## src/canonical_huffman_bit_decoder_unit_macros.svh

```systemverilog
// assertion helpers for the canonical huffman bit decoder
`ifndef CANONICAL_HUFFMAN_BIT_DECODER_UNIT_MACROS_SVH
`define CANONICAL_HUFFMAN_BIT_DECODER_UNIT_MACROS_SVH

// same-cycle implication, checked on clk while out of reset
`define CHBD_ASSERT_NOW(label, ante, cons, msg) \
	label: assert property (@(posedge clk) disable iff (!arst_n) (ante) |-> (cons)) \
		else $error(msg);

// next-cycle implication, checked on clk while out of reset
`define CHBD_ASSERT_NEXT(label, ante, cons, msg) \
	label: assert property (@(posedge clk) disable iff (!arst_n) (ante) |=> (cons)) \
		else $error(msg);

`endif

```

## src/chbd_pkg.sv

```systemverilog
`timescale 1ns / 1ps
package chbd_pkg;

	localparam int MAX_LENGTH_DEF    = 15;
	localparam int ALPHABET_SIZE_DEF = 256;

	// operation codes
	localparam logic [1:0] OP_LOAD_COUNT  = 2'd0;
	localparam logic [1:0] OP_LOAD_SYMBOL = 2'd1;
	localparam logic [1:0] OP_DECODE      = 2'd2;

	typedef struct packed {
		logic [1:0] operation;
		logic       code_bit;
		logic [3:0] length_slot;
		logic [8:0] len_count;
		logic [7:0] symbol_slot;
		logic [7:0] symbol_value;
	} req_item_t;

	typedef struct packed {
		logic [7:0] symbol;
		logic       invalid_code;
	} rsp_item_t;

endpackage

```

## src/canonical_huffman_bit_decoder_unit.sv

```systemverilog
`timescale 1ns / 1ps
// canonical huffman bit decoder
// usage:
//   req channel (req_valid / req_ready / req) carries one item per handshake:
//   load a code count for a length, load one entry of the length-sorted symbol
//   table, or decode one payload bit. loads restart the running code.
//   rsp channel (rsp_valid / rsp_ready / rsp) carries a decoded symbol, or
//   invalid_code = 1 (symbol 0) when no code matched within MAX_LENGTH bits.
//   only the bit that completes a code (or fails) yields an item on rsp.
// timing:
//   an accepted item is held in the input register, is resolved there
//   by a single compare / subtract / add and a symbol-table read, and its
//   result then goes to the output register. throughput is one item per
//   cycle but for a result held by rsp; the per-bit state loop closes there.
// reset:
//   arst_n clears the count table, the decode state and both valid flags;
//   the symbol table is not cleared and must be loaded before use.
// stall:
//   while rsp is held, the input register still takes items and drains any
//   that give no result; an item that gives a result waits in the input
//   register, and req_ready drops only then.
`include "canonical_huffman_bit_decoder_unit_macros.svh"
module canonical_huffman_bit_decoder_unit
	import chbd_pkg::*;
#(
	parameter int MAX_LENGTH    = MAX_LENGTH_DEF,
	parameter int ALPHABET_SIZE = ALPHABET_SIZE_DEF
) (
	input  logic      clk,
	input  logic      arst_n,
	input  logic      req_valid,
	output logic      req_ready,
	input  req_item_t req,
	output logic      rsp_valid,
	input  logic      rsp_ready,
	output rsp_item_t rsp
);

	// widths
	localparam int CNT_W = 9;                                    // code count
	localparam int BT_W  = (MAX_LENGTH > 1) ? $clog2(MAX_LENGTH) : 1;
	localparam int LN_W  = ((BT_W > 4) ? BT_W : 4) + 1;          // length compare
	localparam int GC_W  = MAX_LENGTH + 1;                       // group first code
	localparam int DW    = (GC_W > CNT_W + 1) ? GC_W : CNT_W + 1;
	localparam int FW    = DW + 1;                               // first-code sum
	localparam int AW    = $clog2(ALPHABET_SIZE);                // symbol address
	localparam int IW    = $clog2(ALPHABET_SIZE + 1);            // group first index
	localparam int SW    = ((IW > CNT_W) ? IW : CNT_W) + 1;      // index sums
	localparam int SL_W  = ((AW > 8) ? AW : 8) + 1;              // slot compare

	localparam logic [FW:0]   FC_CAP = {{(FW - MAX_LENGTH){1'b0}}, {GC_W{1'b1}}};
	localparam logic [SW-1:0] AS_SW  = SW'(ALPHABET_SIZE);
	localparam logic [LN_W-1:0] ML_LN = LN_W'(MAX_LENGTH);

	// input register
	logic      valid_s1;
	req_item_t item_s1;

	// decode state
	logic [MAX_LENGTH-1:0] partial_q;
	logic [GC_W-1:0]       grp_code_q;
	logic [IW-1:0]         grp_index_q;
	logic [BT_W-1:0]       bits_taken_q;
	logic [CNT_W-1:0]      count_q [MAX_LENGTH];

	// symbol table, undefined until loaded
	logic [7:0] sym_mem [ALPHABET_SIZE];

	// output register
	logic       rsp_valid_q;
	logic       invalid_q;
	logic [7:0] sym_rd_q;

	// stage logic
	logic                  is_load_cnt;
	logic                  is_load_sym;
	logic                  is_decode;
	logic [MAX_LENGTH:0]   code_sh;
	logic [MAX_LENGTH-1:0] code;
	logic [CNT_W-1:0]      cnt;
	logic [DW-1:0]         code_dw;
	logic [DW-1:0]         first_dw;
	logic [DW-1:0]         diff;
	logic                  match;
	logic                  last_bit;
	logic [SW-1:0]         pos;
	logic                  pos_ok;
	logic                  emits;
	logic                  out_free;
	logic                  adv_s1;
	logic [FW-1:0]         fc_sum;
	logic [FW:0]           fc_next;
	logic [SW-1:0]         idx_next;
	logic [LN_W-1:0]       len_ext;
	logic [LN_W-1:0]       len_m1;
	logic                  len_ok;
	logic [SL_W-1:0]       slot_ext;
	logic                  slot_ok;
	logic [BT_W:0]         bt_ext;

	assign is_load_cnt = (item_s1.operation == OP_LOAD_COUNT);
	assign is_load_sym = (item_s1.operation == OP_LOAD_SYMBOL);
	assign is_decode   = (item_s1.operation == OP_DECODE);

	// next running code: shift in the bit, keep MAX_LENGTH bits
	assign code_sh = {partial_q, item_s1.code_bit};
	assign code    = code_sh[MAX_LENGTH-1:0];
	assign bt_ext  = {1'b0, bits_taken_q};
	assign cnt     = (bt_ext < (BT_W + 1)'(MAX_LENGTH)) ? count_q[bits_taken_q] : '0;

	// inside the current length group?
	assign code_dw  = DW'(code);
	assign first_dw = DW'(grp_code_q);
	assign diff     = code_dw - first_dw;
	assign match    = (code_dw >= first_dw) && (diff < DW'(cnt));
	assign last_bit = ((bt_ext + 1'b1) >= (BT_W + 1)'(MAX_LENGTH));

	// sorted position; diff is below cnt on a match so its low bits suffice
	assign pos    = SW'(grp_index_q) + SW'(diff[CNT_W-1:0]);
	assign pos_ok = (pos < AS_SW);

	// advance to the next length group, both values saturate
	assign fc_sum   = FW'(grp_code_q) + FW'(cnt);
	assign fc_next  = {fc_sum, 1'b0};
	assign idx_next = SW'(grp_index_q) + SW'(cnt);

	// load address checks
	assign len_ext  = LN_W'(item_s1.length_slot);
	assign len_m1   = len_ext - 1'b1;
	assign len_ok   = (len_ext != '0) && (len_ext <= ML_LN);
	assign slot_ext = SL_W'(item_s1.symbol_slot);
	assign slot_ok  = (slot_ext < SL_W'(ALPHABET_SIZE));

	// handshake: results need the output register, other items always drain
	assign emits     = is_decode && (match || last_bit);
	assign out_free  = !rsp_valid_q || rsp_ready;
	assign adv_s1    = valid_s1 && (!emits || out_free);
	assign req_ready = !valid_s1 || adv_s1;

	always_ff @(posedge clk or negedge arst_n) begin
		if (!arst_n) begin
			valid_s1 <= 1'b0;
		end else if (req_ready) begin
			valid_s1 <= req_valid;
		end
	end

	always_ff @(posedge clk) begin
		if (req_ready && req_valid) begin
			item_s1 <= req;
		end
	end

	// decode state and count table
	always_ff @(posedge clk or negedge arst_n) begin
		if (!arst_n) begin
			partial_q    <= '0;
			grp_code_q   <= '0;
			grp_index_q  <= '0;
			bits_taken_q <= '0;
			for (int i = 0; i < MAX_LENGTH; i++) begin
				count_q[i] <= '0;
			end
		end else if (adv_s1) begin
			case (item_s1.operation)
				OP_LOAD_COUNT, OP_LOAD_SYMBOL: begin
					partial_q    <= '0;
					grp_code_q   <= '0;
					grp_index_q  <= '0;
					bits_taken_q <= '0;
					if (is_load_cnt && len_ok) begin
						count_q[len_m1[BT_W-1:0]] <= item_s1.len_count;
					end
				end
				OP_DECODE: begin
					if (emits) begin
						partial_q    <= '0;
						grp_code_q   <= '0;
						grp_index_q  <= '0;
						bits_taken_q <= '0;
					end else begin
						partial_q    <= code;
						grp_code_q   <= (fc_next >= FC_CAP) ? GC_W'(FC_CAP)
						                                    : GC_W'(fc_next);
						grp_index_q  <= (idx_next >= AS_SW) ? IW'(ALPHABET_SIZE)
						                                    : IW'(idx_next);
						bits_taken_q <= bits_taken_q + 1'b1;
					end
				end
				default: begin
				end
			endcase
		end
	end

	// symbol table write and registered read
	always_ff @(posedge clk) begin
		if (adv_s1 && is_load_sym && slot_ok) begin
			sym_mem[slot_ext[AW-1:0]] <= item_s1.symbol_value;
		end
		if (adv_s1 && emits) begin
			sym_rd_q <= sym_mem[pos[AW-1:0]];
		end
	end

	always_ff @(posedge clk or negedge arst_n) begin
		if (!arst_n) begin
			rsp_valid_q <= 1'b0;
			invalid_q   <= 1'b0;
		end else if (adv_s1 && emits) begin
			rsp_valid_q <= 1'b1;
			invalid_q   <= !(match && pos_ok);
		end else if (rsp_ready) begin
			rsp_valid_q <= 1'b0;
		end
	end

	assign rsp_valid        = rsp_valid_q;
	assign rsp.invalid_code = invalid_q;
	assign rsp.symbol       = invalid_q ? 8'd0 : sym_rd_q;

	// checks
	`CHBD_ASSERT_NEXT(a_load_restarts, adv_s1 && (is_load_cnt || is_load_sym),
		(bits_taken_q == '0) && (grp_code_q == '0) && (grp_index_q == '0),
		"load did not restart decoding")
	`CHBD_ASSERT_NEXT(a_result_lands, adv_s1 && emits,
		rsp_valid,
		"completed code produced no result")
	`CHBD_ASSERT_NOW(a_no_overwrite, adv_s1 && emits,
		out_free,
		"result would overwrite a pending one")
	`CHBD_ASSERT_NOW(a_bits_bound, 1'b1,
		bt_ext < (BT_W + 1)'(MAX_LENGTH),
		"bit counter passed the maximum code length")

endmodule

```

## config.mk

```make
export PLATFORM = sky130hd
export DESIGN_NAME = canonical_huffman_bit_decoder_unit
export DESIGN_NICKNAME = d
export VERILOG_FILES = /design/src/chbd_pkg.sv /design/src/canonical_huffman_bit_decoder_unit.sv
export VERILOG_INCLUDE_DIRS = /design/src /design/src/src
export SDC_FILE = /design/constraint.sdc
export NUM_CORES = 2
export LEC_CHECK = 0
export ABC_AREA = 1
export BUFFER_PORTS_ARGS = -buffer_cell sky130_fd_sc_hd__buf_2
export CORE_ASPECT_RATIO = 1.25
export CORE_UTILIZATION = 60
export DETAILED_ROUTE_END_ITERATION = 8
export HOLD_SLACK_MARGIN = 0.08
export PLACE_DENSITY = 0.82
export SLEW_MARGIN = 20
export SYNTH_ARGS = -nofsm -noshare
export SYNTH_HDL_FRONTEND = slang
export SYNTH_SLANG_ARGS = --single-unit
```

## constraint.sdc

```tcl
create_clock -name clk -period 5.1 [get_ports clk]
set_clock_uncertainty 0.05 [all_clocks]
set_input_delay 0.255 -clock clk [delete_from_list [all_inputs] [get_ports clk]]
set_output_delay 0.255 -clock clk [all_outputs]
set_load 0.02 [all_outputs]
```

======== After elaboration in Yosys (flattened, before gate mapping) ========
Memory sizes are Yosys's and may differ from the RTL's. A register that Yosys moved wholly into a read port is not among the register bits.
Cells that the tools add are included.
word-level totals
  flip-flop bits (word level) ............. 213
  RAM bits ................................ 2048
  bits of input ports ..................... 36
  memories ................................ 1
memories
  name     depth  bits a word  rd ports  clocked after memory_dff  write ports  line                                      RTL
  sym_mem  256    8            1         1                         1            canonical_huffman_bit_decoder_unit.sv:67  logic [7:0] sym_mem [ALPHABET_SIZE];
cells by class
  add/sub/neg operators ................... 7
  $lt $le $gt $ge ......................... 12
  equal/unequal tests ..................... 2
  mux-type cells .......................... 22
  bitwise operators ....................... 2
  reduce and logical (&&, ||, !) cells .... 26
operators with widths
  operator                count
  $bwmux W135             1
  $mux W9                 6
  $bmux W9 S4             1
  $demux W9 S4            1
  $mux W16                2
  $pmux W16 S2            1
  $pmux W14 S2            1
  $add A9 B9 Y10          2
  $ge A18 B16 Y1 const B  1
  $pmux W9 S2             1
  $add A16 B9 Y17         1
  $ge A15 B16 Y1          1
  $lt A16 B9 Y1           1
  $sub A15 B16 Y16        1
  $mux W14                1
  $logic_and A1 B1 Y1     11
  $ge A10 B9 Y1 const B   1
  $ge A5 B5 Y1 const B    2
  $lt A10 B9 Y1 const B   1
  $not A4 Y5              2
  $lt A8 B9 Y1 const B    1
  $mux W8                 1
  $pmux W4 S2             1
  $add A4 B1 Y5 const B   1
  18 further kinds        28

======== Logic depth before layout (Yosys ltp) ========
  word-level depth ........................ 16
  depth in mapped cells ................... 26

======== Worst setup path before layout ========
Ideal clock, no wire load.
  path type ............................... reg-to-reg
  start point ............................. reg item_s1[0] in the netlist's numbering
  end point ............................... mem sym_mem[0][0], data pin
  setup time .............................. 0.817 ns
  arrival time ............................ 3.228 ns
  path slack .............................. 1.004 ns
  stages on the path, launching flop included .. 1
  buffers on the path ..................... 0
  clock period less this slack ............ 4.096 ns
  cell sequence ........................... edfxtp_1
RTL lines
  item                    line                                       RTL
  start, declared         canonical_huffman_bit_decoder_unit.sv:57   req_item_t item_s1;
  start signal, assigned  canonical_huffman_bit_decoder_unit.sv:150  item_s1 <= req;
  end, declared           canonical_huffman_bit_decoder_unit.sv:67
Straight into the memory's write port.

======== Worst setup path after layout ========
  start point ............................. reg grp_code_q[0] (netlist: first_dw[0])
  end point ............................... reg sym_rd_q[5] (read register of sym_mem), data pin
between the ends
  word-level cells in the longest chain between the ends .. 9
ends and longest elaborated chain
  item                    line                                       RTL
  start, declared         canonical_huffman_bit_decoder_unit.sv:61   logic [GC_W-1:0] grp_code_q;
  start signal, assigned  canonical_huffman_bit_decoder_unit.sv:183  grp_code_q <= (fc_next >= FC_CAP) ? GC_W'(FC_CAP)
  $sub A15 B16 Y16        canonical_huffman_bit_decoder_unit.sv:114  assign diff = code_dw - first_dw;
  $lt A16 B9 Y1           canonical_huffman_bit_decoder_unit.sv:115  assign match = (code_dw >= first_dw) && (diff < DW'(cnt));
  $logic_and A1 B1 Y1     canonical_huffman_bit_decoder_unit.sv:115
  $logic_or A1 B1 Y1      canonical_huffman_bit_decoder_unit.sv:135  assign emits = is_decode && (match || last_bit);
  $logic_and A1 B1 Y1     canonical_huffman_bit_decoder_unit.sv:135
  $logic_not A1 Y1        canonical_huffman_bit_decoder_unit.sv:137  assign adv_s1 = valid_s1 && (!emits || out_free);
  $logic_or A1 B1 Y1      canonical_huffman_bit_decoder_unit.sv:137
  $logic_and A1 B1 Y1     canonical_huffman_bit_decoder_unit.sv:137
  $logic_and A1 B1 Y1     canonical_huffman_bit_decoder_unit.sv:201  if (adv_s1 && emits) begin
  end, declared           canonical_huffman_bit_decoder_unit.sv:72   logic [7:0] sym_rd_q;
Parallel ways exist; a longest one is shown, timed or not.
A chain may end at the register's enable or synchronous reset.

==> results.tsv <==
metric	value	unit
status	finished, final reports clean	
finalPower	0.0498	W
fin_area	103000	sq um
std_cell_rows	161	
insertion_delay	860	ps
detailedPlacementHpwl	139	mm
cp_max_fo	111	
gp_congestion	0.951	
setup_viol	0	
drt_iter0_markers	9818	
core	154000	sq um
synth_edf_count	2088	
synthTopCellsByArea	edfxtp_1 (67%), nand2_1 (6.1%), dfrtp_1 (4.9%)	
final_cells	9445	
ys_warn_count	0	
regToRegStartpoint	first_dw[0]	
slew_violations	0	
cts_buffers	205	
synthArstFlopShare	7.98	%
max_freq	209	MHz
crit_path_end_kind	flop	
seq_area_frac_synth	72.1	%
setup-tns-final	0	ps
synthDistinctLibCells	48	
grt_overflow	0	
cts_tree	built	
antenna_found_initial	2	
ioPinCount	47	
cts.sinks	2269	
fin_crit_sh	93.8	%
post_cts_buffers	0	
rrSetupSlack	320	ps
wl_per_cell	26.0	um
cp.required	5660	ps
synth_top_area_share	67.2	%
busiest_layer	met2	
r2r-end	sym_rd_q[5]	
dpl_cell_area	95800	sq um
area_growth	10.4	%
final_common_cell	edfxtp_1	
fin_nets	7316	
rsz0062_at_grt	false	
p_leak	35.8	nW
htreeDepth	4	
worst_hold_slack	99.4	ps
layout_common_cells	edfxtp_1 (2,088), nand2_1 (1,503), nor2_1 (679)	
fp.dieH	443	um
syn_inst	7257	
drc	0	
synth.cell_area	93300	sq um
drive_gt1_share	7.06	%
grt_pass1_wl	365	mm
fp.dieArea	157000	sq um
hold_viol	0	
synth-main-ff-cell	edfxtp_1	
fillers	10023	
synth.largest_area_cell	edfxtp_1	
routed_wl	245	mm
crit_path_start_kind	flop	
worstHoldPathType	input port to async pin	
cts-root-buf	clkbuf_16	
routed_via_density	6.65	
power_per_cell_area	484	nW/um^2
cts_buffer_depth	3	
cp_data_arrival_time	5340	ps
grt_pass1_vias	60326	
tightest_slew	1300	ps
grt_use_total	30.8	%
max_slew_margin	13.3	%
first_pass_iters	9	
route.vias.total	62777	
crit_type	flop to flop	
io_buffers	46	
dieWidth	355	um
ir_drop	0.589	mV
grt_max_degree	207	
use_met1	39.5	%
grt_util_met2	48.6	%
initial_core_util	60.5	%
maxCapViolCount	0	
drt.antenna.violating_nets	0	
clk_pin_slew_worst_paths	70	ps
reg2regPathDepth	15	
placed_cells	8989	
avgSynthCellArea	12.9	sq um
layout_min_cycle_time	4780	ps
grt.met3_usage	5.61	%
syn_nets	7349	
yosys_register_bits	2269	
## through the flow
step	util, %	setup WS, ps
final	66.8	317
after global routing	66.8	156
after CTS	66.8	284
after detailed placement	62.2	414
after global placement	62.2	477
after floorplan	-	1000
## state kept, by name (all words and copies together), names as in the netlist
| name | cells |
|---|---|
| partial_q | 14 |
| item_s1 | 31 |
| invalid_q | 1 |
| sym_mem | 2048 |
| first_dw | 16 |
| bits_taken_q | 4 |
| valid_s1 | 1 |
| count_q | 135 |
| rsp_valid | 1 |
| grp_index_q | 9 |
| sym_rd_q | 8 |
| code | 1 |
## final cells by class
cell class | instances | area [sq um] | area share, %
Antenna cell | 9 | 22.5 | 0.0219
Clock inverter | 125 | 1020 | 0.995
Tap cell | 2037 | 2550 | 2.48
Multi-Input combinational cell | 4333 | 23600 | 22.9
Sequential cell | 2269 | 67200 | 65.3
Clock buffer | 257 | 5390 | 5.23
Inverter | 165 | 637 | 0.619
Timing Repair Buffer | 250 | 2490 | 2.42
## worst max path at each step
| stage | start | endpoint | slack [ps] | cells after the start |
|---|---|---|---|---|
| 3_3_place_gp | first_dw[0] | sym_rd_q[7] | 480 | 15 |
| 6_report | first_dw[0] | sym_rd_q[5] | 320 | 15 |
| 2_1_floorplan | item_s1[0] | sym_mem[0][0] | 1000 | 0 |
| 4_1_cts | bits_taken_q[0] | req_ready | 280 | 21 |
| 3_5_place_dp | first_dw[0] | sym_rd_q[5] | 410 | 15 |
| 5_1_grt | bits_taken_q[0] | req_ready | 160 | 21 |
## where the power goes
group | leakage (nW) | internal [W] | switching, W | total [W]
Clock | 3.11 | 0.00811 | 0.00678 | 0.0149
Sequential | 21.2 | 0.0206 | 0.000199 | 0.0208
Combinational | 11.4 | 0.00414 | 0.0100 | 0.0141
## repair_timing
action                                  4_1_cts  5_1_grt
gates resized for setup                       0        1
endpoints found under the hold margin       216        0
endpoints found under the setup margin        0        1
hold buffers                                 65        0
## synthesized netlist by cell type, types with 154 or more instances
| master | n |
|---|---|
| o21ai_0 | 456 |
| nand3_1 | 193 |
| dfrtp_1 | 181 |
| a21oi_1 | 325 |
| nor2_1 | 680 |
| nand2_1 | 1511 |
| edfxtp_1 | 2088 |
| o221ai_1 | 252 |
| mux2i_1 | 252 |
| clkbuf_1 | 355 |
| a32oi_1 | 260 |
| o211ai_1 | 154 |
| inv_1 | 160 |
## routing by layer
layer	vias up	share of wire [%]
met5	-	0.0049
met1	30405	35
li1	26900	-
met3	918	11
met2	4552	48
met4	2	6.8
## critical path: stages (launching register included)
cell and delay, ps:
dfrtp_1 410, ha_1 220, fa_1 440, xnor2_1 260, ha_1 340, xnor2_2 230
inv_8 510, buf_4 410, buf_4 210, o221ai_1 240, o211ai_1 190, nand3_1 140
nand3_1 210, nand3_1 270, nand3_1 270, nand2_1 80
## logic make-up (layout without fill, tap and decap cells)
family | count (synthesis) | after routing | share of synthesized area [%]
flip-flops | 2269 | 2269 | 72.1
multiplexers | 252 | 252 | 2.70
other | 0 | 9 | 0
AO/OA/AOI/OAI | 1526 | 1526 | 10.9
AND/OR/NAND/NOR | 2471 | 2471 | 10.5
adder cells (fa/ha/maj) | 56 | 56 | 0.784
buffers and inverters | 655 | 797 | 2.76
XOR/XNOR | 28 | 28 | 0.263
Note: power is estimated with default switching activity, not from simulation.
